$ cat src/hdl/smpt_pkg.sv
`default_nettype none

package smpt_pkg;

  // Coordinate width of the kept pointer, default for the top level
  localparam int COORD_WIDTH_DEF = 16;

  // Entries between the framing front and the motion back end
  localparam int QUEUE_DEPTH = 2;

  // Raw delta: sync format sums two signed bytes and may negate them
  localparam int DELTA_W = 10;
  // Shaped delta: 9-bit magnitude times 8-bit gain, plus sign
  localparam int SHAPED_W = 18;

  localparam int REG_IDX_W = 3;
  localparam int REG_DATA_W = 16;

  localparam logic [REG_IDX_W-1:0] REG_PROTOCOL = 3'd0;
  localparam logic [REG_IDX_W-1:0] REG_ACCEL = 3'd1;
  localparam logic [REG_IDX_W-1:0] REG_CLIP_MIN_X = 3'd2;
  localparam logic [REG_IDX_W-1:0] REG_CLIP_MAX_X = 3'd3;
  localparam logic [REG_IDX_W-1:0] REG_CLIP_MIN_Y = 3'd4;
  localparam logic [REG_IDX_W-1:0] REG_CLIP_MAX_Y = 3'd5;
  localparam logic [REG_IDX_W-1:0] REG_GAP_LIMIT = 3'd6;

  localparam logic signed [15:0] CLIP_MAX_X_RST = 16'sd1024;
  localparam logic signed [15:0] CLIP_MAX_Y_RST = 16'sd768;
  localparam logic [15:0] GAP_LIMIT_RST = 16'd500;

  localparam logic [7:0] MIDDLE_UP_BYTE = 8'h00;
  localparam logic [7:0] MIDDLE_DOWN_BYTE = 8'h20;
  localparam logic [3:0] SYNC_HEAD_NIB = 4'h8;
  localparam logic [3:0] SCROLL_UP_NIB = 4'hf;
  localparam logic [3:0] SCROLL_DOWN_NIB = 4'h1;

  typedef enum logic [1:0] {
    PROTO_THREE = 2'd0,
    PROTO_WHEEL = 2'd1,
    PROTO_SYNC  = 2'd2,
    PROTO_NONE  = 2'd3
  } proto_t;

  typedef struct packed {
    proto_t      protocol;
    logic [15:0] gap_limit_ms;
  } front_cfg_t;

  typedef struct packed {
    logic [7:0]         acceleration;
    logic signed [15:0] clip_min_x;
    logic signed [15:0] clip_max_x;
    logic signed [15:0] clip_min_y;
    logic signed [15:0] clip_max_y;
  } back_cfg_t;

  // One decoded packet. hold: keep the held buttons and replace middle only.
  typedef struct packed {
    logic signed [DELTA_W-1:0] dx;
    logic signed [DELTA_W-1:0] dy;
    logic [4:0]                buttons;
    logic                      hold;
    logic [31:0]               time_ms;
  } cmd_t;

  // Byte 0 bits 5:4 (left, right) to button bits
  function automatic logic [2:0] three_byte_map(input logic [1:0] idx);
    logic [2:0] r;
    unique case (idx)
      2'd0: r = 3'd0;
      2'd1: r = 3'd4;
      2'd2: r = 3'd1;
      default: r = 3'd5;
    endcase
    return r;
  endfunction

  function automatic logic [2:0] sync_map(input logic [2:0] idx);
    logic [2:0] r;
    unique case (idx)
      3'd0: r = 3'd0;
      3'd1: r = 3'd4;
      3'd2: r = 3'd2;
      3'd3: r = 3'd6;
      3'd4: r = 3'd1;
      3'd5: r = 3'd5;
      3'd6: r = 3'd3;
      default: r = 3'd7;
    endcase
    return r;
  endfunction

endpackage

`default_nettype wire

$ cat src/hdl/smpt_if.sv
`default_nettype none

interface smpt_byte_if;
  logic        valid;
  logic        ready;
  logic [7:0]  rx_byte;
  logic [15:0] elapsed_ms;
  logic [31:0] time_ms;

  modport source(output valid, output rx_byte, output elapsed_ms, output time_ms,
                 input ready);
  modport sink(input valid, input rx_byte, input elapsed_ms, input time_ms,
               output ready);
endinterface

interface smpt_event_if;
  logic               valid;
  logic               ready;
  logic signed [15:0] pos_x;
  logic signed [15:0] pos_y;
  logic [4:0]         button_bits;
  logic [31:0]        event_time;
  logic               buttons_changed;

  modport source(output valid, output pos_x, output pos_y, output button_bits,
                 output event_time, output buttons_changed, input ready);
  modport sink(input valid, input pos_x, input pos_y, input button_bits,
               input event_time, input buttons_changed, output ready);
endinterface

`default_nettype wire

$ cat src/hdl/smpt_front.sv
`default_nettype none

module smpt_front (
  input  logic                    clk,
  input  logic                    rst,
  input  smpt_pkg::front_cfg_t    cfg,
  input  logic                    proto_wr,
  smpt_byte_if.sink               byte_in,
  input  logic                    q_space,
  output logic                    push,
  output smpt_pkg::cmd_t          cmd
);
  import smpt_pkg::*;

  logic [2:0] bytes_seen;
  logic [2:0] bytes_seen_next;
  logic       middle_held;
  logic       middle_held_next;
  logic [7:0] pkt [5];

  logic       accept;
  logic       gap;
  logic       emit;
  logic       pkt_we;
  logic [2:0] pkt_sel;
  logic [7:0] pkt_data;
  logic [2:0] bs;
  logic [7:0] dx8;
  logic [7:0] dy8;
  logic [2:0] tmap;

  assign byte_in.ready = q_space;
  assign accept = byte_in.valid && q_space;
  assign push = accept && emit;

  always_comb begin
    gap = byte_in.elapsed_ms > cfg.gap_limit_ms;
    bs = bytes_seen;
    bytes_seen_next = bytes_seen;
    middle_held_next = middle_held;
    emit = 1'b0;
    pkt_we = 1'b0;
    pkt_sel = bytes_seen;
    pkt_data = byte_in.rx_byte;
    dx8 = '0;
    dy8 = '0;
    tmap = three_byte_map(pkt[0][5:4]);
    cmd = '0;
    cmd.time_ms = byte_in.time_ms;
    unique case (cfg.protocol)
      PROTO_THREE: begin
        if (gap || bytes_seen > 3'd3) begin
          bs = 3'd0;
        end
        if (bs == 3'd3 && (byte_in.rx_byte == MIDDLE_UP_BYTE ||
                           byte_in.rx_byte == MIDDLE_DOWN_BYTE)) begin
          // middle-button byte: no motion, swap middle into held buttons
          bytes_seen_next = 3'd0;
          middle_held_next = byte_in.rx_byte[5];
          emit = 1'b1;
          cmd.hold = 1'b1;
          cmd.buttons = {3'b000, byte_in.rx_byte[5], 1'b0};
        end else begin
          if (bs == 3'd3) begin
            bs = 3'd0;
          end
          pkt_we = 1'b1;
          pkt_sel = bs;
          bytes_seen_next = 3'(bs + 3'd1);
          if (bs == 3'd2) begin
            emit = 1'b1;
            dx8 = {pkt[0][1:0], pkt[1][5:0]};
            dy8 = {pkt[0][3:2], byte_in.rx_byte[5:0]};
            cmd.dx = DELTA_W'(signed'(dx8));
            cmd.dy = DELTA_W'(signed'(dy8));
            cmd.buttons = {2'b00, tmap[2], middle_held, tmap[0]};
          end
        end
      end
      PROTO_WHEEL: begin
        if (gap || bytes_seen > 3'd3) begin
          bs = 3'd0;
        end
        pkt_we = 1'b1;
        pkt_sel = bs;
        pkt_data = {1'b0, byte_in.rx_byte[6:0]};
        bytes_seen_next = 3'(bs + 3'd1);
        if (bs == 3'd3) begin
          bytes_seen_next = 3'd0;
          emit = 1'b1;
          dx8 = {1'b0, pkt[1][6:0]} | {pkt[0][1:0], 6'b000000};
          dy8 = {1'b0, pkt[2][6:0]} | {pkt[0][3:2], 6'b000000};
          cmd.dx = DELTA_W'(signed'(dx8));
          cmd.dy = DELTA_W'(signed'(dy8));
          cmd.buttons = {byte_in.rx_byte[3:0] == SCROLL_DOWN_NIB,
                         byte_in.rx_byte[3:0] == SCROLL_UP_NIB,
                         pkt[0][4], byte_in.rx_byte[4], pkt[0][5]};
        end
      end
      PROTO_SYNC: begin
        // a sync header byte always restarts framing
        if (gap || byte_in.rx_byte[7:4] == SYNC_HEAD_NIB || bytes_seen > 3'd4) begin
          bs = 3'd0;
        end
        pkt_we = 1'b1;
        pkt_sel = bs;
        bytes_seen_next = 3'(bs + 3'd1);
        if (bs == 3'd4) begin
          bytes_seen_next = 3'd0;
          emit = 1'b1;
          cmd.dx = DELTA_W'(signed'(pkt[1])) + DELTA_W'(signed'(pkt[3]));
          cmd.dy = -(DELTA_W'(signed'(pkt[2])) + DELTA_W'(signed'(byte_in.rx_byte)));
          cmd.buttons = {2'b00, sync_map(~pkt[0][2:0])};
        end
      end
      default: begin
        // unused protocol code: drop the byte
        emit = 1'b0;
      end
    endcase
  end

  always_ff @(posedge clk) begin
    if (accept && pkt_we) begin
      pkt[pkt_sel] <= pkt_data;
    end
  end

  always_ff @(posedge clk) begin
    if (rst) begin
      bytes_seen <= 3'd0;
      middle_held <= 1'b0;
    end else if (proto_wr) begin
      bytes_seen <= 3'd0;
    end else if (accept) begin
      bytes_seen <= bytes_seen_next;
      middle_held <= middle_held_next;
    end
  end

  a_bytes_seen_range: assert property (@(posedge clk) disable iff (rst)
    bytes_seen <= 3'd4)
    else $error("framing count out of range");

  a_proto_clears: assert property (@(posedge clk) disable iff (rst)
    proto_wr |=> bytes_seen == 3'd0)
    else $error("protocol write did not restart framing");

endmodule

`default_nettype wire

$ cat src/hdl/smpt_queue.sv
`default_nettype none

module smpt_queue (
  input  logic            clk,
  input  logic            rst,
  input  logic            push,
  input  smpt_pkg::cmd_t  cmd_in,
  output logic            space,
  input  logic            pop,
  output logic            valid,
  output smpt_pkg::cmd_t  cmd_out
);
  import smpt_pkg::*;

  localparam int PTR_W = (QUEUE_DEPTH > 1) ? $clog2(QUEUE_DEPTH) : 1;
  localparam int CNT_W = $clog2(QUEUE_DEPTH + 1);
  localparam logic [PTR_W-1:0] LAST = PTR_W'(QUEUE_DEPTH - 1);
  localparam logic [CNT_W-1:0] FULL = CNT_W'(QUEUE_DEPTH);

  cmd_t             entry [QUEUE_DEPTH];
  logic [PTR_W-1:0] wr_ptr;
  logic [PTR_W-1:0] rd_ptr;
  logic [CNT_W-1:0] count;
  logic             do_push;
  logic             do_pop;

  assign space = count != FULL;
  assign valid = count != '0;
  assign cmd_out = entry[rd_ptr];
  assign do_push = push && space;
  assign do_pop = pop && valid;

  always_ff @(posedge clk) begin
    if (do_push) begin
      entry[wr_ptr] <= cmd_in;
    end
  end

  always_ff @(posedge clk) begin
    if (rst) begin
      wr_ptr <= '0;
      rd_ptr <= '0;
      count <= '0;
    end else begin
      if (do_push) begin
        wr_ptr <= (wr_ptr == LAST) ? '0 : PTR_W'(wr_ptr + 1'b1);
      end
      if (do_pop) begin
        rd_ptr <= (rd_ptr == LAST) ? '0 : PTR_W'(rd_ptr + 1'b1);
      end
      if (do_push && !do_pop) begin
        count <= CNT_W'(count + 1'b1);
      end else if (do_pop && !do_push) begin
        count <= CNT_W'(count - 1'b1);
      end
    end
  end

  a_count_bound: assert property (@(posedge clk) disable iff (rst)
    count <= FULL)
    else $error("queue count above depth");

  a_push_no_drop: assert property (@(posedge clk) disable iff (rst)
    (push && !space) |-> 1'b0)
    else $error("push into full queue");

endmodule

`default_nettype wire

$ cat src/hdl/smpt_back.sv
`default_nettype none

module smpt_back #(
  parameter int COORD_WIDTH = smpt_pkg::COORD_WIDTH_DEF
) (
  input  logic                 clk,
  input  logic                 rst,
  input  smpt_pkg::back_cfg_t  cfg,
  input  logic                 q_valid,
  input  smpt_pkg::cmd_t       q_cmd,
  output logic                 q_pop,
  smpt_event_if.source         event_out
);
  import smpt_pkg::*;

  localparam int SW = ((COORD_WIDTH > SHAPED_W) ? COORD_WIDTH : SHAPED_W) + 1;
  localparam logic signed [SW-1:0] CMIN =
    {{(SW - COORD_WIDTH + 1){1'b1}}, {(COORD_WIDTH - 1){1'b0}}};
  localparam logic signed [SW-1:0] CMAX =
    {{(SW - COORD_WIDTH + 1){1'b0}}, {(COORD_WIDTH - 1){1'b1}}};

  function automatic logic signed [SHAPED_W-1:0] shape(
    input logic signed [DELTA_W-1:0] d,
    input logic [7:0] level
  );
    logic [DELTA_W-1:0] neg_d;
    logic [8:0]         mag;
    logic [7:0]         gain;
    logic [16:0]        m;
    logic signed [SHAPED_W-1:0] r;
    neg_d = -d;
    mag = d[DELTA_W-1] ? neg_d[8:0] : d[8:0];
    gain = (level < 8'd3) ? 8'd2 : level;
    if (mag == 9'd4) begin
      m = 17'd6 + 17'(level >> 2);
    end else if (mag == 9'd5) begin
      m = 17'd9 + 17'(level >> 1);
    end else if (mag >= 9'd6) begin
      m = mag * gain;
    end else begin
      m = 17'(mag);
    end
    r = d[DELTA_W-1] ? -$signed({1'b0, m}) : $signed({1'b0, m});
    if (level == 8'd0) begin
      r = SHAPED_W'(d);
    end
    return r;
  endfunction

  function automatic logic signed [COORD_WIDTH-1:0] clamp_axis(
    input logic signed [SW-1:0] v,
    input logic signed [15:0]   lo_raw,
    input logic signed [15:0]   hi_raw
  );
    logic signed [SW-1:0] lo;
    logic signed [SW-1:0] hi_m1;
    logic signed [SW-1:0] r;
    lo = SW'(lo_raw);
    hi_m1 = SW'(hi_raw) - SW'(1);
    r = v;
    // minimum first, so an empty range settles on max - 1
    if (r < lo) begin
      r = lo;
    end
    if (r > hi_m1) begin
      r = hi_m1;
    end
    if (r < CMIN) begin
      r = CMIN;
    end
    if (r > CMAX) begin
      r = CMAX;
    end
    return r[COORD_WIDTH-1:0];
  endfunction

  // shaping stage
  logic                       s1_valid;
  logic signed [SHAPED_W-1:0] s1_dx;
  logic signed [SHAPED_W-1:0] s1_dy;
  logic [4:0]                 s1_buttons;
  logic                       s1_hold;
  logic [31:0]                s1_time;
  logic                       s1_move;

  // kept state
  logic signed [COORD_WIDTH-1:0] pointer_x;
  logic signed [COORD_WIDTH-1:0] pointer_y;
  logic [4:0]                    button_state;

  logic signed [COORD_WIDTH-1:0] pointer_x_next;
  logic signed [COORD_WIDTH-1:0] pointer_y_next;
  logic signed [SW-1:0]          wide_x;
  logic signed [SW-1:0]          wide_y;
  logic [4:0]                    buttons_next;

  // output register
  logic               out_valid;
  logic signed [15:0] out_x;
  logic signed [15:0] out_y;
  logic [4:0]         out_buttons;
  logic [31:0]        out_time;
  logic               out_changed;

  assign s1_move = s1_valid && (!out_valid || event_out.ready);
  assign q_pop = q_valid && (!s1_valid || s1_move);

  always_ff @(posedge clk) begin
    if (rst) begin
      s1_valid <= 1'b0;
    end else if (!s1_valid || s1_move) begin
      s1_valid <= q_valid;
    end
  end

  always_ff @(posedge clk) begin
    if (q_pop) begin
      s1_dx <= shape(q_cmd.dx, cfg.acceleration);
      s1_dy <= shape(q_cmd.dy, cfg.acceleration);
      s1_buttons <= q_cmd.buttons;
      s1_hold <= q_cmd.hold;
      s1_time <= q_cmd.time_ms;
    end
  end

  always_comb begin
    pointer_x_next = clamp_axis(SW'(pointer_x) + SW'(s1_dx), cfg.clip_min_x, cfg.clip_max_x);
    pointer_y_next = clamp_axis(SW'(pointer_y) + SW'(s1_dy), cfg.clip_min_y, cfg.clip_max_y);
    wide_x = SW'(pointer_x_next);
    wide_y = SW'(pointer_y_next);
    buttons_next = s1_hold ? ((button_state & 5'b11101) | {3'b000, s1_buttons[1], 1'b0})
                           : s1_buttons;
  end

  always_ff @(posedge clk) begin
    if (rst) begin
      pointer_x <= '0;
      pointer_y <= '0;
      button_state <= '0;
      out_valid <= 1'b0;
    end else begin
      if (s1_move) begin
        pointer_x <= pointer_x_next;
        pointer_y <= pointer_y_next;
        button_state <= buttons_next;
        out_valid <= 1'b1;
      end else if (event_out.ready) begin
        out_valid <= 1'b0;
      end
    end
  end

  always_ff @(posedge clk) begin
    if (s1_move) begin
      out_x <= wide_x[15:0];
      out_y <= wide_y[15:0];
      out_buttons <= buttons_next;
      out_time <= s1_time;
      out_changed <= buttons_next != button_state;
    end
  end

  assign event_out.valid = out_valid;
  assign event_out.pos_x = out_x;
  assign event_out.pos_y = out_y;
  assign event_out.button_bits = out_buttons;
  assign event_out.event_time = out_time;
  assign event_out.buttons_changed = out_changed;

  a_hold_pointer: assert property (@(posedge clk) disable iff (rst)
    (out_valid && !event_out.ready) |=> ($stable(pointer_x) && $stable(pointer_y)))
    else $error("pointer moved while result stalled");

  a_changed_flag: assert property (@(posedge clk) disable iff (rst)
    s1_move |=> (out_changed == (out_buttons != $past(button_state))))
    else $error("button change flag mismatch");

endmodule

`default_nettype wire

$ cat src/hdl/serial_mouse_packet_tracker_unit.sv
// Path: a byte that completes a packet is written into a queue entry at its transfer,
//   then passes the shaping register, then the position and output register.
// Throughput: one byte per cycle while the queue has space; pointer add and clamp are
//   combinational, so packets complete back to back; a 2-entry queue absorbs output stalls.
// Reset (rst, synchronous): framing, middle button, pointer and buttons clear to zero,
//   registers return to their defaults; stored packet bytes keep whatever they held.
`default_nettype none

module serial_mouse_packet_tracker_unit #(
  parameter int COORD_WIDTH = smpt_pkg::COORD_WIDTH_DEF
) (
  input  logic                             clk,
  input  logic                             rst,
  smpt_byte_if.sink                        byte_in,
  smpt_event_if.source                     event_out,
  input  logic                             wr_en,
  input  logic [smpt_pkg::REG_IDX_W-1:0]   wr_index,
  input  logic [smpt_pkg::REG_DATA_W-1:0]  wr_data
);
  import smpt_pkg::*;

  // configuration registers
  proto_t             protocol;
  logic [7:0]         acceleration;
  logic signed [15:0] clip_min_x;
  logic signed [15:0] clip_max_x;
  logic signed [15:0] clip_min_y;
  logic signed [15:0] clip_max_y;
  logic [15:0]        gap_limit_ms;

  logic       proto_wr;
  front_cfg_t front_cfg;
  back_cfg_t  back_cfg;

  // front to queue
  logic push;
  cmd_t push_cmd;
  logic q_space;

  // queue to back
  logic q_valid;
  logic q_pop;
  cmd_t q_cmd;

  // A protocol write also restarts framing in the front.
  assign proto_wr = wr_en && (wr_index == REG_PROTOCOL);

  always_ff @(posedge clk) begin
    if (rst) begin
      protocol <= PROTO_THREE;
      acceleration <= '0;
      clip_min_x <= '0;
      clip_max_x <= CLIP_MAX_X_RST;
      clip_min_y <= '0;
      clip_max_y <= CLIP_MAX_Y_RST;
      gap_limit_ms <= GAP_LIMIT_RST;
    end else if (wr_en) begin
      unique case (wr_index)
        REG_PROTOCOL:   protocol <= proto_t'(wr_data[1:0]);
        REG_ACCEL:      acceleration <= wr_data[7:0];
        REG_CLIP_MIN_X: clip_min_x <= wr_data;
        REG_CLIP_MAX_X: clip_max_x <= wr_data;
        REG_CLIP_MIN_Y: clip_min_y <= wr_data;
        REG_CLIP_MAX_Y: clip_max_y <= wr_data;
        REG_GAP_LIMIT:  gap_limit_ms <= wr_data;
        default: begin
          // index past the register list: drop the write
          protocol <= protocol;
        end
      endcase
    end
  end

  always_comb begin
    front_cfg.protocol = protocol;
    front_cfg.gap_limit_ms = gap_limit_ms;
    back_cfg.acceleration = acceleration;
    back_cfg.clip_min_x = clip_min_x;
    back_cfg.clip_max_x = clip_max_x;
    back_cfg.clip_min_y = clip_min_y;
    back_cfg.clip_max_y = clip_max_y;
  end

  // Front: frame bytes, decode a finished packet into deltas and buttons.
  smpt_front u_front (
    .clk      (clk),
    .rst      (rst),
    .cfg      (front_cfg),
    .proto_wr (proto_wr),
    .byte_in  (byte_in),
    .q_space  (q_space),
    .push     (push),
    .cmd      (push_cmd)
  );

  // Queue: hold decoded packets so input keeps flowing while the output stalls.
  smpt_queue u_queue (
    .clk     (clk),
    .rst     (rst),
    .push    (push),
    .cmd_in  (push_cmd),
    .space   (q_space),
    .pop     (q_pop),
    .valid   (q_valid),
    .cmd_out (q_cmd)
  );

  // Back: shape, advance the pointer, clamp, and register the event.
  smpt_back #(
    .COORD_WIDTH (COORD_WIDTH)
  ) u_back (
    .clk       (clk),
    .rst       (rst),
    .cfg       (back_cfg),
    .q_valid   (q_valid),
    .q_cmd     (q_cmd),
    .q_pop     (q_pop),
    .event_out (event_out)
  );

endmodule

`default_nettype wire

$ cat src/flat_wrapper.sv
// flat-port wrapper written by rule: the top's interface ports become plain ports
module serial_mouse_packet_tracker_unit_flat import smpt_pkg::*;
#(
  parameter int COORD_WIDTH = smpt_pkg::COORD_WIDTH_DEF
)
  (clk, rst, wr_en, wr_index, wr_data, byte_in_valid, byte_in_rx_byte, byte_in_elapsed_ms, byte_in_time_ms, byte_in_ready, event_out_valid, event_out_pos_x, event_out_pos_y, event_out_button_bits, event_out_event_time, event_out_buttons_changed, event_out_ready);
  smpt_byte_if byte_in_i ();
  smpt_event_if event_out_i ();
  input  logic clk;
  input  logic rst;
  input  logic wr_en;
  input  logic [smpt_pkg::REG_IDX_W-1:0] wr_index;
  input  logic [smpt_pkg::REG_DATA_W-1:0] wr_data;
  input wire logic [$bits(byte_in_i.valid)-1:0] byte_in_valid;
  input wire logic [$bits(byte_in_i.rx_byte)-1:0] byte_in_rx_byte;
  input wire logic [$bits(byte_in_i.elapsed_ms)-1:0] byte_in_elapsed_ms;
  input wire logic [$bits(byte_in_i.time_ms)-1:0] byte_in_time_ms;
  output wire logic [$bits(byte_in_i.ready)-1:0] byte_in_ready;
  output wire logic [$bits(event_out_i.valid)-1:0] event_out_valid;
  output wire logic [$bits(event_out_i.pos_x)-1:0] event_out_pos_x;
  output wire logic [$bits(event_out_i.pos_y)-1:0] event_out_pos_y;
  output wire logic [$bits(event_out_i.button_bits)-1:0] event_out_button_bits;
  output wire logic [$bits(event_out_i.event_time)-1:0] event_out_event_time;
  output wire logic [$bits(event_out_i.buttons_changed)-1:0] event_out_buttons_changed;
  input wire logic [$bits(event_out_i.ready)-1:0] event_out_ready;
  assign byte_in_i.valid = byte_in_valid;
  assign byte_in_i.rx_byte = byte_in_rx_byte;
  assign byte_in_i.elapsed_ms = byte_in_elapsed_ms;
  assign byte_in_i.time_ms = byte_in_time_ms;
  assign byte_in_ready = byte_in_i.ready;
  assign event_out_valid = event_out_i.valid;
  assign event_out_pos_x = event_out_i.pos_x;
  assign event_out_pos_y = event_out_i.pos_y;
  assign event_out_button_bits = event_out_i.button_bits;
  assign event_out_event_time = event_out_i.event_time;
  assign event_out_buttons_changed = event_out_i.buttons_changed;
  assign event_out_i.ready = event_out_ready;
  serial_mouse_packet_tracker_unit #(.COORD_WIDTH(COORD_WIDTH)) u_core (.clk(clk), .rst(rst), .byte_in(byte_in_i), .event_out(event_out_i), .wr_en(wr_en), .wr_index(wr_index), .wr_data(wr_data));
endmodule
$ cat config.mk
export PLATFORM = sky130hd
export DESIGN_NAME = serial_mouse_packet_tracker_unit_flat
export DESIGN_NICKNAME = d
export VERILOG_FILES = /design/src/hdl/smpt_pkg.sv /design/src/hdl/smpt_if.sv /design/src/hdl/smpt_front.sv /design/src/hdl/smpt_queue.sv /design/src/hdl/smpt_back.sv /design/src/hdl/serial_mouse_packet_tracker_unit.sv /design/src/flat_wrapper.sv
export SDC_FILE = /design/constraint.sdc
export NUM_CORES = 1
export LEC_CHECK = 0
export BUFFER_PORTS_ARGS = -buffer_cell sky130_fd_sc_hd__buf_2
export CAP_MARGIN = 20
export CORE_MARGIN = 4
export CORE_UTILIZATION = 43
export DETAILED_ROUTE_END_ITERATION = 10
export SYNTH_ARGS = -nofsm -noshare
export SYNTH_HDL_FRONTEND = slang
export SYNTH_HIERARCHICAL = 1
export SYNTH_SLANG_ARGS = --single-unit
$ cat constraint.sdc
create_clock -name clk -period 11.6 [get_ports clk]
set_input_delay 2.32 -clock clk [delete_from_list [all_inputs] [get_ports clk]]
set_output_delay 2.32 -clock clk [all_outputs]
set_load 0.02 [all_outputs]
==> metrics <==
max_slew headroom 0.2830; CP peak stage delay 720 ps; Crit. End Element flop; Hold Path Class reg -> reg; Worst Path Required 11,900 ps; post-synthesis xor/xnor area fraction 0.04616; critical path startpoint u_core/u_back/s1_dy[5]; Slew @ Worst Pin 1076 ps; Worst Reg2Reg Path Length in Cells 36; sw power 1.142 mW; row cnt 95; Layout Utilization 0.4792; placed cell area 30,910 um2; sequential fraction of the synthesis area 0.3876; Core Region 67,750 um2; initial antenna violation count 0; Post-synth EDFFs 290; RR Endpoint u_core/u_back/event_out.pos_y[2]; Bufs and invs on worst path 4; minimum clock period 9946 ps; register bit total from synthesis 428; Num CTS Buffers 47; CTS tree yes; final hold slack 401.1 ps; RD Place Congestion 0.9114; GRT Util Overall 0.2078; Final Hold Viols 0; Post-Place Setup Slack 1783 ps; count leader, synth edfxtp_1; Comb power frac 0.189; kind of critical path reg -> reg; DRT antenna net count 0; I/O pins 152; Synth top area share 0.2942; RSZ-0062 raised after global routing no; DRT iter0 DRCs 1,470; Area growth syn-to-layout 9.702%; pin count of the biggest net entering global routing 113; outcome completed; clock tree buffer depth 3; start point of the worst hold path u_core/u_back/s1_time[31]; CTS Hold Bufs 0; share of cells above drive strength 1 0.1204; Design Area, Final 32,470 um2; wire length of the first global-routing pass 123,300 um; adder-cell share of the synthesized area 0.1639; met3 WL 4000 um; Sw Share 0.2904; syn avg cell area 9.956 um2; Die Wd 270.4 um; P per Cell Area 121.1 nW/um2; Vias 22,430; WL per Instance 19.61 um; nets@finish 3,467; period utilization 0.8574; Cell variety after synth 100; CP max stage cell mux2i_4; HPWL after DPL 58,170 um; gr ovfl total 0; vias per std cell 5.661; final setup vio count 0; Clk pin slew, worst setup/hold paths 60 ps; r2r startpoint u_core/u_back/s1_dy[5]; reg2reg setup slack 1650 ps; # Post-CTS Setup Buffers 0; Final WS setup 1654 ps; met2 wire len 36,000 um; mux cell area share after synthesis 0.06937; cell family with most CP delay compound AO/OA/AOI/OAI gates; gate count of the mapped netlist 2,973; PortBufs 151; total wire length 77,730 um; Die H 270.4 um; Flop pwr share 0.432; Clk network pwr share 0.379; largest family of logic cells by synthesized area adder cells; CTS sink count 428; Leak 13.59 nW; Async SR Flop Fraction 0; Synth Area in Simple Gates 0.1584; Max VDD drop 0.1103 mV; Max Clock Freq 0.1005 GHz; syn nets 3,388; vias in the first global route 22,220; CP endpoint u_core/u_back/event_out.pos_y[2]; area of the die 73,090 um2; Initial Util 0.4369; Yosys top cell by area edfxtp_1; highest routed layer met4; Clk Tree Root Cell clkbuf_16; htree depth 2; Post-Route Skew 28.03 ps; Max-Cap Viols 0; DRT Pass-1 Iters 5; Setup crit start kind flop; Synth Warn # 6; Post-Syn Area 29,600 um2; Post-Route M1 WL 35,560 um; crit path DAT 10,240 ps; # resized after CTS 0; Post-Route Setup TNS 0 ps; fillers 6,314; CP Max Fanout 37; Post-route DRC 0; Levels on crit path 36; CP dominant cell by count ha_1; Synth area leaders edfxtp_1 (29%), ha_1 (10%), dfxtp_1 (9.3%); Slew Viols, Final 0; Synth top cells by count edfxtp_1 (290), nand2_1 (281), inv_1 (248); P_int 2.789 mW; Synth Area in Compound Gates 0.1171; dominant synthesized flop cell edfxtp_1; worst skew pair latency 600 ps; n_diodes 0
==> worst min-delay path by stage <==
stage | endpoint | cells after the start
CTS | u_core/u_back/event_out.event_time[31] | 0
global route | u_core/u_back/event_out.event_time[31] | 0
detailed placement | u_core/u_back/event_out.event_time[31] | 0
finish | u_core/u_back/event_out.event_time[31] | 0
global placement | u_core/u_back/event_out.event_time[21] | 0
floorplan | u_core/u_back/event_out.event_time[0] | 0
==> power by group through the flow <==
stage / logic [mW] / clock network (mW) / registers (mW)
finish: 0.743 / 1.49 / 1.70
global placement: 0.719 / 0 / 1.73
detailed placement: 0.730 / 0 / 1.73
global route: 0.820 / 1.60 / 1.70
floorplan: 0.507 / 0 / 1.73
CTS: 0.735 / 1.54 / 1.70
==> layout by cell type, fill, tap and decap left out, types with 18 or more instances in the layout <==
cell type    n
edfxtp_1   290
nand2_1    281
ha_1       247
inv_1      246
nor2_1     216
buf_2      151
dfxtp_1    137
a21oi_1    133
mux2i_1    122
nand2b_1   113
o21ai_0    113
xnor2_1     91
fa_1        88
mux2_2      69
xor2_1      65
nor3_1      55
clkbuf_16   48
nand3_1     47
a311oi_1    33
and2_1      33
a21o_1      30
nand4_1     30
nor4_1      25
nor2b_1     24
buf_4       23
o211ai_1    23
o21a_1      20
or3_1       19
a31oi_1     18
==> sequential cells by signal, summed over array words and instances (netlist names), 2 cells and up, named ones only <==
register / cells
u_core/u_queue/count: 2
u_core/u_queue/entry: 116
u_core/u_back/event_out.pos_y: 16
u_core/u_back/event_out.button_bits: 5
u_core/clip_max_y: 16
u_core/clip_min_y: 16
u_core/u_back/s1_buttons: 5
u_core/u_back/pointer_y: 16
u_core/u_back/s1_time: 32
u_core/u_front/bytes_seen: 3
u_core/u_back/event_out.event_time: 32
u_core/clip_max_x: 16
u_core/gap_limit_ms: 16
u_core/acceleration: 8
u_core/u_back/button_state: 5
u_core/u_front/pkt: 30
u_core/u_back/pointer_x: 16
u_core/u_back/event_out.pos_x: 16
u_core/protocol: 2
u_core/u_back/s1_dy: 18
u_core/clip_min_x: 16
u_core/u_back/s1_dx: 18
==> metal layers <==
layer  GRT usage  vias up
met4     0.06039        0
met1      0.2879    10990
met2      0.3447      641
li1            -    10690
met3     0.02399      114
met5           0        -
==> worst register-to-register path, delay by kind of cell, from the launching register on <==
kind            cells  cell delay [ps]
flops               1              360
simple gates       10             2250
fa+ha+maj           4             1390
xor+xnor            1              180
compound gates     16             3870
mux                 1              720
buf+inv             4              890
==> per-stage QoR <==
step,std cells,power [mW]
finish,3963,3.931
global route,3963,4.120
CTS,3961,3.973
detailed placement,3874,2.461
global placement,3873,2.449
floorplan,2973,2.241
==> cell families after synthesis <==
group / after synthesis
AO/OA/AOI/OAI: 526
XOR/XNOR: 156
adder cells (fa/ha/maj): 335
buffers and inverters: 398
flip-flops: 428
multiplexers: 194
AND/OR/NAND/NOR: 936
==> area by class of cell <==
cell class	count	area, um2	area share
Tap cell	873	1092	0.03364
Clock inverter	30	296.5	0.009133
Sequential cell	428	11470	0.3533
Clock buffer	57	1245	0.03834
Multi-Input combinational cell	2147	16460	0.5071
Inverter	252	948.4	0.02921
Timing Repair Buffer	176	950.9	0.02929
Power figures use the tool's default switching activity.
